**src/hdl/fenbb_pkg.sv**
```systemverilog
// fenbb_pkg: character codes, flag positions, field numbers, board and counter
// limits, result width and piece slots shared by the fen_to_bitboard_parser design
// no dependencies

package fenbb_pkg;

    // character codes
    localparam logic [7:0] ASCII_TAB   = 8'h09;
    localparam logic [7:0] ASCII_CR    = 8'h0D;
    localparam logic [7:0] ASCII_SPACE = 8'h20;
    localparam logic [7:0] ASCII_SLASH = 8'h2F;
    localparam logic [7:0] ASCII_DASH  = 8'h2D;
    localparam logic [7:0] ASCII_ZERO  = 8'h30;
    localparam logic [7:0] ASCII_ONE   = 8'h31;
    localparam logic [7:0] ASCII_EIGHT = 8'h38;
    localparam logic [7:0] ASCII_NINE  = 8'h39;
    localparam logic [7:0] ASCII_UC_A  = 8'h41;
    localparam logic [7:0] ASCII_UC_Z  = 8'h5A;
    localparam logic [7:0] ASCII_LC_A  = 8'h61;
    localparam logic [7:0] ASCII_LC_H  = 8'h68;
    localparam logic [7:0] ASCII_LC_Z  = 8'h7A;
    localparam logic [7:0] ASCII_UC_K  = 8'h4B;
    localparam logic [7:0] ASCII_UC_Q  = 8'h51;
    localparam logic [7:0] ASCII_LC_K  = 8'h6B;
    localparam logic [7:0] ASCII_LC_Q  = 8'h71;
    localparam logic [7:0] ASCII_LC_R  = 8'h72;
    localparam logic [7:0] ASCII_LC_B  = 8'h62;
    localparam logic [7:0] ASCII_LC_N  = 8'h6E;
    localparam logic [7:0] ASCII_LC_P  = 8'h70;
    localparam logic [7:0] ASCII_LC_W  = 8'h77;
    localparam logic [7:0] CASE_BIT    = 8'h20;

    // status flag bit positions
    localparam int FLAG_ERR = 6;
    localparam int FLAG_EPV = 5;
    localparam int FLAG_WTM = 4;
    localparam int FLAG_WK  = 3;
    localparam int FLAG_WQ  = 2;
    localparam int FLAG_BK  = 1;
    localparam int FLAG_BQ  = 0;

    // field numbers of the string
    localparam logic [2:0] FIELD_PLACE    = 3'd0;
    localparam logic [2:0] FIELD_SIDE     = 3'd1;
    localparam logic [2:0] FIELD_CASTLE   = 3'd2;
    localparam logic [2:0] FIELD_EP       = 3'd3;
    localparam logic [2:0] FIELD_HALFMOVE = 3'd4;
    localparam logic [2:0] FIELD_FULLMOVE = 3'd5;
    localparam logic [2:0] FIELD_LAST     = 3'd7;

    // board geometry and counter limits
    localparam logic [6:0]  SQ_END   = 7'd64;
    localparam logic [13:0] ACC_MAX  = 14'd16383;
    localparam int          NUM_PIECES = 6;

    // result transaction width
    localparam int OUT_TDATA_W = 560;

    typedef enum logic [2:0] {
        SLOT_KING   = 3'd0,
        SLOT_QUEEN  = 3'd1,
        SLOT_ROOK   = 3'd2,
        SLOT_BISHOP = 3'd3,
        SLOT_KNIGHT = 3'd4,
        SLOT_PAWN   = 3'd5
    } t_piece_slot;

endpackage

```
**src/hdl/fen_to_bitboard_parser.sv**
```systemverilog
// fen_to_bitboard_parser: parses a FEN string, one character per transaction,
// into piece and colour bitboards, status flags and move counters
// depends on fenbb_pkg

// One character is taken per clock cycle, save for the stall below, with no gaps between
// strings. The whole decode of a character (field tracking, square bit set,
// times-ten accumulate) is one short combinational pass into the state
// registers, so the rate is one character per cycle; the result for a string
// leaves the output register on the cycle after its last character is taken.
// The input side stalls only while a finished result sits unaccepted in that
// register. Characters past MAX_CHARS are ignored but the last mark still
// produces a result. Bit 63 of a board is a8 and bit 0 is h1.
module fen_to_bitboard_parser #(
    parameter int MAX_CHARS  = 256,
    parameter int MAX_DIGITS = 4
) (
    input  logic                               i_clk,
    input  logic                               i_rst_n,
    input  logic                               i_s_tvalid,
    output logic                               o_s_tready,
    input  logic [7:0]                         i_s_tdata,  // character
    input  logic                               i_s_tlast,
    output logic                               o_m_tvalid,
    input  logic                               i_m_tready,
    // king, queen, rook, bishop, knight, pawn, white, black boards (64 each),
    // status_flags (7), en_passant_square (6), halfmove_clock (14),
    // fullmove_number (14), zero fill (7)
    output logic [fenbb_pkg::OUT_TDATA_W-1:0]  o_m_tdata
);
    import fenbb_pkg::*;

    localparam int CC_W = $clog2(MAX_CHARS + 1);
    localparam int DC_W = (MAX_DIGITS < 3) ? 2 : $clog2(MAX_DIGITS + 1);
    localparam int PROD_W = 18;

    // parser state
    logic [63:0]     r_piece [NUM_PIECES];
    logic [63:0]     n_piece [NUM_PIECES];
    logic [63:0]     r_white, n_white;
    logic [63:0]     r_black, n_black;
    logic [6:0]      r_sq, n_sq;
    logic [2:0]      r_field, n_field;
    logic [CC_W-1:0] r_char_cnt, n_char_cnt;
    logic [6:0]      r_flags, n_flags;
    logic [5:0]      r_ep, n_ep;
    logic [13:0]     r_acc [2];
    logic [13:0]     n_acc [2];
    logic [DC_W-1:0] r_digits, n_digits;

    // output register
    logic                   r_out_valid;
    logic [OUT_TDATA_W-1:0] r_out_data;

    logic s_acc;
    logic m_acc;

    assign o_s_tready = !r_out_valid || i_m_tready;
    assign s_acc      = i_s_tvalid && o_s_tready;
    assign m_acc      = r_out_valid && i_m_tready;
    assign o_m_tvalid = r_out_valid;
    assign o_m_tdata  = r_out_data;

    // character decode and next state
    always_comb begin
        logic [7:0]        c;
        logic              is_ws;
        logic              is_letter;
        logic              is_digit;
        logic [3:0]        dval;
        logic              slot_ok;
        t_piece_slot       slot;
        logic [63:0]       sq_bit;
        logic [6:0]        sq_sum;
        logic              acc_sel;
        logic [PROD_W-1:0] acc_wide;
        logic [PROD_W-1:0] prod;

        c         = i_s_tdata;
        is_ws     = (c == ASCII_SPACE) || (c inside {[ASCII_TAB:ASCII_CR]});
        is_letter = (c inside {[ASCII_LC_A:ASCII_LC_Z]}) ||
                    (c inside {[ASCII_UC_A:ASCII_UC_Z]});
        is_digit  = c inside {[ASCII_ZERO:ASCII_NINE]};
        dval      = c[3:0];

        slot_ok = 1'b1;
        slot    = SLOT_KING;
        case (c | CASE_BIT)
            ASCII_LC_K: slot = SLOT_KING;
            ASCII_LC_Q: slot = SLOT_QUEEN;
            ASCII_LC_R: slot = SLOT_ROOK;
            ASCII_LC_B: slot = SLOT_BISHOP;
            ASCII_LC_N: slot = SLOT_KNIGHT;
            ASCII_LC_P: slot = SLOT_PAWN;
            default:    slot_ok = 1'b0;
        endcase

        sq_bit = (r_sq < SQ_END) ? (64'd1 << (6'd63 - r_sq[5:0])) : 64'd0;
        sq_sum = r_sq + 7'(dval);

        acc_sel  = r_field[0];
        acc_wide = PROD_W'(r_acc[acc_sel]);
        prod     = (acc_wide << 3) + (acc_wide << 1) + PROD_W'(dval);

        n_piece    = r_piece;
        n_white    = r_white;
        n_black    = r_black;
        n_sq       = r_sq;
        n_field    = r_field;
        n_char_cnt = r_char_cnt;
        n_flags    = r_flags;
        n_ep       = r_ep;
        n_acc      = r_acc;
        n_digits   = r_digits;

        if (r_char_cnt < CC_W'(MAX_CHARS)) begin
            n_char_cnt = r_char_cnt + 1'b1;
            if (is_ws) begin
                // whitespace moves to the next field, saturating
                if (r_field != FIELD_LAST) begin
                    n_field = r_field + 1'b1;
                end
                n_digits = '0;
            end else begin
                case (r_field)
                    FIELD_PLACE: begin
                        if (is_letter) begin
                            if (!slot_ok) begin
                                n_flags[FLAG_ERR] = 1'b1;
                            end else begin
                                n_piece[slot] = r_piece[slot] | sq_bit;
                                if (c >= ASCII_LC_A) begin
                                    n_black = r_black | sq_bit;
                                end else begin
                                    n_white = r_white | sq_bit;
                                end
                            end
                            n_sq = (r_sq < SQ_END) ? r_sq + 7'd1 : SQ_END;
                        end else if (is_digit) begin
                            n_sq = (sq_sum > SQ_END) ? SQ_END : sq_sum;
                        end
                    end
                    FIELD_SIDE: begin
                        n_flags[FLAG_WTM] = (c == ASCII_LC_W);
                    end
                    FIELD_CASTLE: begin
                        if (c == ASCII_UC_K) begin
                            n_flags[FLAG_WK] = 1'b1;
                        end else if (c == ASCII_UC_Q) begin
                            n_flags[FLAG_WQ] = 1'b1;
                        end else if (c == ASCII_LC_K) begin
                            n_flags[FLAG_BK] = 1'b1;
                        end else if (c == ASCII_LC_Q) begin
                            n_flags[FLAG_BQ] = 1'b1;
                        end
                    end
                    FIELD_EP: begin
                        // file first, then rank; a dash is skipped
                        if (c != ASCII_DASH) begin
                            if (r_digits == DC_W'(0)) begin
                                if (c inside {[ASCII_LC_A:ASCII_LC_H]}) begin
                                    n_ep = 6'(8'd7 - (c - ASCII_LC_A));
                                end else begin
                                    n_flags[FLAG_ERR] = 1'b1;
                                end
                                n_digits = DC_W'(1);
                            end else if (r_digits == DC_W'(1)) begin
                                if ((c inside {[ASCII_ONE:ASCII_EIGHT]}) &&
                                    (r_ep < 6'd8) && !r_flags[FLAG_ERR]) begin
                                    n_ep = {3'(c - ASCII_ONE), r_ep[2:0]};
                                    n_flags[FLAG_EPV] = 1'b1;
                                end else begin
                                    n_flags[FLAG_ERR] = 1'b1;
                                end
                                n_digits = DC_W'(2);
                            end
                        end
                    end
                    FIELD_HALFMOVE, FIELD_FULLMOVE: begin
                        // decimal accumulate, limited digit count
                        if (is_digit) begin
                            if (r_digits >= DC_W'(MAX_DIGITS)) begin
                                n_flags[FLAG_ERR] = 1'b1;
                            end else begin
                                n_digits = r_digits + 1'b1;
                                n_acc[acc_sel] = (prod > PROD_W'(ACC_MAX)) ?
                                                 ACC_MAX : prod[13:0];
                            end
                        end
                    end
                    default: begin
                    end
                endcase
            end
        end
    end

    // state registers, cleared after each string
    always_ff @(posedge i_clk) begin
        if (!i_rst_n || (s_acc && i_s_tlast)) begin
            r_piece    <= '{default: '0};
            r_white    <= '0;
            r_black    <= '0;
            r_sq       <= '0;
            r_field    <= '0;
            r_char_cnt <= '0;
            r_flags    <= '0;
            r_ep       <= '0;
            r_acc      <= '{default: '0};
            r_digits   <= '0;
        end else if (s_acc) begin
            r_piece    <= n_piece;
            r_white    <= n_white;
            r_black    <= n_black;
            r_sq       <= n_sq;
            r_field    <= n_field;
            r_char_cnt <= n_char_cnt;
            r_flags    <= n_flags;
            r_ep       <= n_ep;
            r_acc      <= n_acc;
            r_digits   <= n_digits;
        end
    end

    // result valid
    always_ff @(posedge i_clk) begin
        if (!i_rst_n) begin
            r_out_valid <= 1'b0;
        end else if (s_acc && i_s_tlast) begin
            r_out_valid <= 1'b1;
        end else if (m_acc) begin
            r_out_valid <= 1'b0;
        end
    end

    // result payload
    always_ff @(posedge i_clk) begin
        if (s_acc && i_s_tlast) begin
            r_out_data <= {7'd0, n_acc[1], n_acc[0],
                           (n_flags[FLAG_EPV] ? n_ep : 6'd0), n_flags,
                           n_black, n_white,
                           n_piece[SLOT_PAWN], n_piece[SLOT_KNIGHT],
                           n_piece[SLOT_BISHOP], n_piece[SLOT_ROOK],
                           n_piece[SLOT_QUEEN], n_piece[SLOT_KING]};
        end
    end

`ifndef NO_ASSERTIONS
    a_sq_bounded : assert property (@(posedge i_clk) disable iff (!i_rst_n)
        r_sq <= SQ_END)
        else $error("square counter past end of board");

    a_colour_disjoint : assert property (@(posedge i_clk) disable iff (!i_rst_n)
        (r_white & r_black) == 64'd0)
        else $error("square marked both colours");

    a_colour_matches_pieces : assert property (@(posedge i_clk)
        disable iff (!i_rst_n)
        (r_white | r_black) == (r_piece[SLOT_KING] | r_piece[SLOT_QUEEN] |
                                r_piece[SLOT_ROOK] | r_piece[SLOT_BISHOP] |
                                r_piece[SLOT_KNIGHT] | r_piece[SLOT_PAWN]))
        else $error("colour boards disagree with piece boards");

    a_clear_after_last : assert property (@(posedge i_clk) disable iff (!i_rst_n)
        (s_acc && i_s_tlast) |=>
            (r_char_cnt == '0 && r_field == FIELD_PLACE && r_sq == '0))
        else $error("state not cleared after last character");

    a_result_from_last : assert property (@(posedge i_clk) disable iff (!i_rst_n)
        $rose(r_out_valid) |-> $past(s_acc && i_s_tlast))
        else $error("result raised without a last character");
`endif

endmodule
```
**config.mk**
```make
export PLATFORM = sky130hd
export DESIGN_NAME = fen_to_bitboard_parser
export DESIGN_NICKNAME = d
export VERILOG_FILES = /design/src/hdl/fenbb_pkg.sv /design/src/hdl/fen_to_bitboard_parser.sv
export SDC_FILE = /design/constraint.sdc
export NUM_CORES = 2
export LEC_CHECK = 0
export BUFFER_PORTS_ARGS = -buffer_cell sky130_fd_sc_hd__buf_4
export CAP_MARGIN = 10
export CORE_MARGIN = 1.5
export CORE_UTILIZATION = 40
export CTS_BUF_LIST = sky130_fd_sc_hd__clkbuf_16
export DETAILED_ROUTE_END_ITERATION = 8
export PLACE_DENSITY_LB_ADDON = 0.08
export SKIP_LAST_GASP = 1
export SYNTH_ARGS = -nofsm -noshare
export SYNTH_HDL_FRONTEND = slang
export SYNTH_SLANG_ARGS = --single-unit
```
**constraint.sdc**
```tcl
create_clock -name i_clk -period 18.15 [get_ports i_clk]
set_clock_uncertainty 0.05 [all_clocks]
set_input_delay 3.63 -clock i_clk [delete_from_list [all_inputs] [get_ports i_clk]]
set_output_delay 3.63 -clock i_clk [all_outputs]
set_load 0.1 [all_outputs]
```
==> qor.txt <==
Worst hold path type: register to register
Clk slew on worst S/H paths: 60 ps
Routed wire length per instance: 24.8 um
Skew-Pair Late Insertion Delay: 720 ps
Fill cell count: 10,500
Synth async-reset ratio: 0
R2R Path End: o_m_tdata[539]
Sequential cell area fraction in the yosys report: 0.613
Initial Util: 0.403
Slowest stage delay, CP: 310 ps
Io pins: 575
Power density cells: 103 mW/mm2
Slew Limit Fails: 0
R2R Setup Slk: 13,180 ps
Nets: 4,710
Seq pwr share: 0.482
CP Data Required Time: 14,470 ps
Clock Sinks: 1,129
Largest net degree at the start of global routing: 167
DP HPWL: 101 mm
Post-synth EDFFs: 553
Final setup fails: 0
Vias/cell: 5.64
Detail Route Antenna Nets: 0
Setup Fix Bufs, Post-CTS: 0
GRT Overall Usage: 0.257
Initial antenna violation count: 7
Wirelength, routed: 155 mm
Max-Cap Viols: 0
Clock power share: 0.437
Post-route DRC: 0
Setup crit end kind: output pin
Combinational Power Share: 0.082
R2R cell count: 12
WHS Path Cells: 2
Flip-flop and latch area: 0.0281 mm2
Worst-case clock buffer depth: 3
Critical-path top delay cell: buf_4
Mean Syn Cell Area: 10.7 um2
Warnings, synthesis: 0
Inst Count DP: 6,036
Crit path to: o_s_tready
Die W: 342 um
CTS tree: built
Share of layout cells above drive strength 1: 0.181
First-pass iteration count of the detailed router: 9
Worst Max-Slew Pin Slew: 1210 ps
Synth cell types: 71
CTS buffer count: 116
Number of cells upsized or downsized after cts: 0
Int Pwr: 4.21 mW
DRT iter0 DRCs: 3,416
Chip height: 342 um
Worst Setup SP: i_m_tready
Buffers added on ports: 567
Most used DFF post-synth: dfxtp_1
Mapped cell area: 0.0459 mm2
H-tree Lvls: 3
Die ar.: 0.117 mm2
Post-CTS Hold Buffers: 0
WP data arrival: 4180 ps
Final cell count without fillers: 6,261
Cells after Synth: 4,308
FF+latch count, synth: 1,129
VDD IR-drop max: 0.0705 mV
Crit share post-route: 0.433
Slew Limit Headroom: 0.193
Crit-path cells: buf_4 > nand2b_1 > buf_4
GPL Wtd Cong: 0.932
Critical R2R Launch: r_field[0]
Syn-to-layout area delta: 19.5%
Leakage: 20.1 nW
Number of global-route vias before repair: 32,300
Fin crit period: 7860 ps
Final Hold Fails: 0
Most common cell on crit path: buf_4
Switching power: 1.46 mW
Final setup TNS: 0 ps
Status: finished clean
First-pass GRT wire length: 225 mm
RSZ-0062 raised after global routing: no
Setup CP Type: primary input to output pin
Type of origin of the critical path: primary input
Fmax: 127 MHz
Via count: 35,300
Root buffer cell: clkbuf_16
GRT Residual Overflow: 0
Area of the multi-input gates: 0.0161 mm2
# rows: 124
Floorplan core area: 0.114 mm2
CP max FO: 4
Sw Share: 0.257
==> final cells by class <==
type,instances,area share
timing repair buffer,628,0.0864
clock inverter,103,0.0182
clock buffer,117,0.0533
antenna,4,0.000182
multi-input combinational,2738,0.293
sequential,1129,0.513
tap,1512,0.0345
inverter,30,0.00219
==> critical path: cells and delay by family <==
| kind | cells | cell delay [ps] |
|---|---|---|
| AND/OR/NAND/NOR | 1 | 160 |
| buffers and inverters | 2 | 380 |
==> worst min path at each step <==
stage                     start     endpoint  slack (ps)
floorplan           r_black[29]  r_black[29]         380
global placement    r_black[46]  r_black[46]         390
detailed placement  r_white[63]  r_white[63]         400
CTS                     r_ep[1]      r_ep[1]         410
global route            r_ep[1]      r_ep[1]         430
finish                  r_ep[1]      r_ep[1]         410
==> metal layers <==
layer  GRT usage  up-vias  share of wire
met1       0.368    17300           0.45
met5           0        -       0.000084
met4      0.0817        2          0.028
li1            -    16600              -
met2       0.392     1338           0.45
met3      0.0478      184          0.073
==> cells in the mapped netlist (17+ instances only) <==
library cell / count / area (um2)
nor2_1: 690 / 2590
dfxtp_1: 576 / 11500
edfxtp_1: 553 / 16600
a211oi_1: 388 / 2910
nand2_1: 330 / 1240
o21ai_0: 323 / 1620
clkbuf_1: 283 / 1060
a21oi_1: 179 / 896
a21o_1: 136 / 1020
buf_2: 95 / 475
a22o_1: 83 / 727
a31oi_1: 80 / 500
and3_1: 72 / 450
a22oi_1: 65 / 488
a221oi_1: 64 / 561
o221ai_1: 64 / 561
ha_1: 51 / 638
inv_1: 30 / 113
buf_4: 25 / 188
nor3_1: 17 / 85.1
==> cells in the final DEF (no fill, tap or decap), drive strengths merged, types with 8 or more instances in the layout <==
cell type / synthesis / routed
a211oi: 388 / 388
a21o: 136 / 136
a21oi: 179 / 179
a221oi: 64 / 64
a22o: 83 / 83
a22oi: 65 / 65
a31oi: 80 / 80
and3: 72 / 72
buf: 134 / 628
bufinv: 0 / 19
clkbuf: 283 / 117
clkinv: 0 / 57
dfxtp: 576 / 576
edfxtp: 553 / 553
ha: 51 / 51
inv: 30 / 52
mux2: 14 / 14
nand2: 330 / 330
nand2b: 10 / 10
nand3: 15 / 15
nand4: 10 / 10
nor2: 692 / 692
nor2b: 11 / 11
nor3: 23 / 23
nor4: 8 / 8
o21ai: 323 / 323
o221ai: 64 / 64
or3: 10 / 10
xor2: 11 / 11
==> per-stage QoR <==
| step | hold WS (ps) | cell area (um2) | power, mW | setup slack [ps] | utilization |
|---|---|---|---|---|---|
| 2_1_floorplan | 377 | 45900 | 3.16 | 1530 | - |
| 3_3_place_gp | 391 | 50900 | 3.25 | 9980 | 0.447 |
| 3_5_place_dp | 397 | 50900 | 3.25 | 9880 | 0.447 |
| 4_1_cts | 409 | 54900 | 5.71 | 10280 | 0.481 |
| 5_1_grt | 425 | 54900 | 5.83 | 10260 | 0.481 |
| 6_report | 414 | 54900 | 5.67 | 10290 | 0.481 |
==> registers in the layout, indices dropped and copies added (netlist names) <==
name / flops
o_m_tdata: 553
r_piece: 384
r_black: 64
r_white: 64
r_acc: 28
r_char_cnt: 9
r_flags: 7
r_sq: 7
r_ep: 6
r_digits: 3
r_field: 3
o_m_tvalid: 1
==> logic make-up (layout without fill, tap and decap cells) <==
family                   Yosys count  count (layout)  synth area share
AO/OA/AOI/OAI                   1425            1425             0.210
XOR/XNOR                          18              18           0.00343
adder cells (fa/ha/maj)           54              54            0.0152
buffers and inverters            447             878            0.0418
flip-flops                      1129            1129             0.613
multiplexers                      21              21           0.00496
other                              1              11         0.0000817
AND/OR/NAND/NOR                 1213            1213             0.111
==> power by group through the flow <==
stage	combinational (mW)	clock (mW)	sequential (mW)
2_1_floorplan	0.0834	0	3.08
3_3_place_gp	0.464	0	2.79
3_5_place_dp	0.464	0	2.78
4_1_cts	0.464	2.52	2.73
5_1_grt	0.477	2.62	2.73
6_report	0.463	2.47	2.73
No activity file was read; power rests on OpenSTA's default activity.
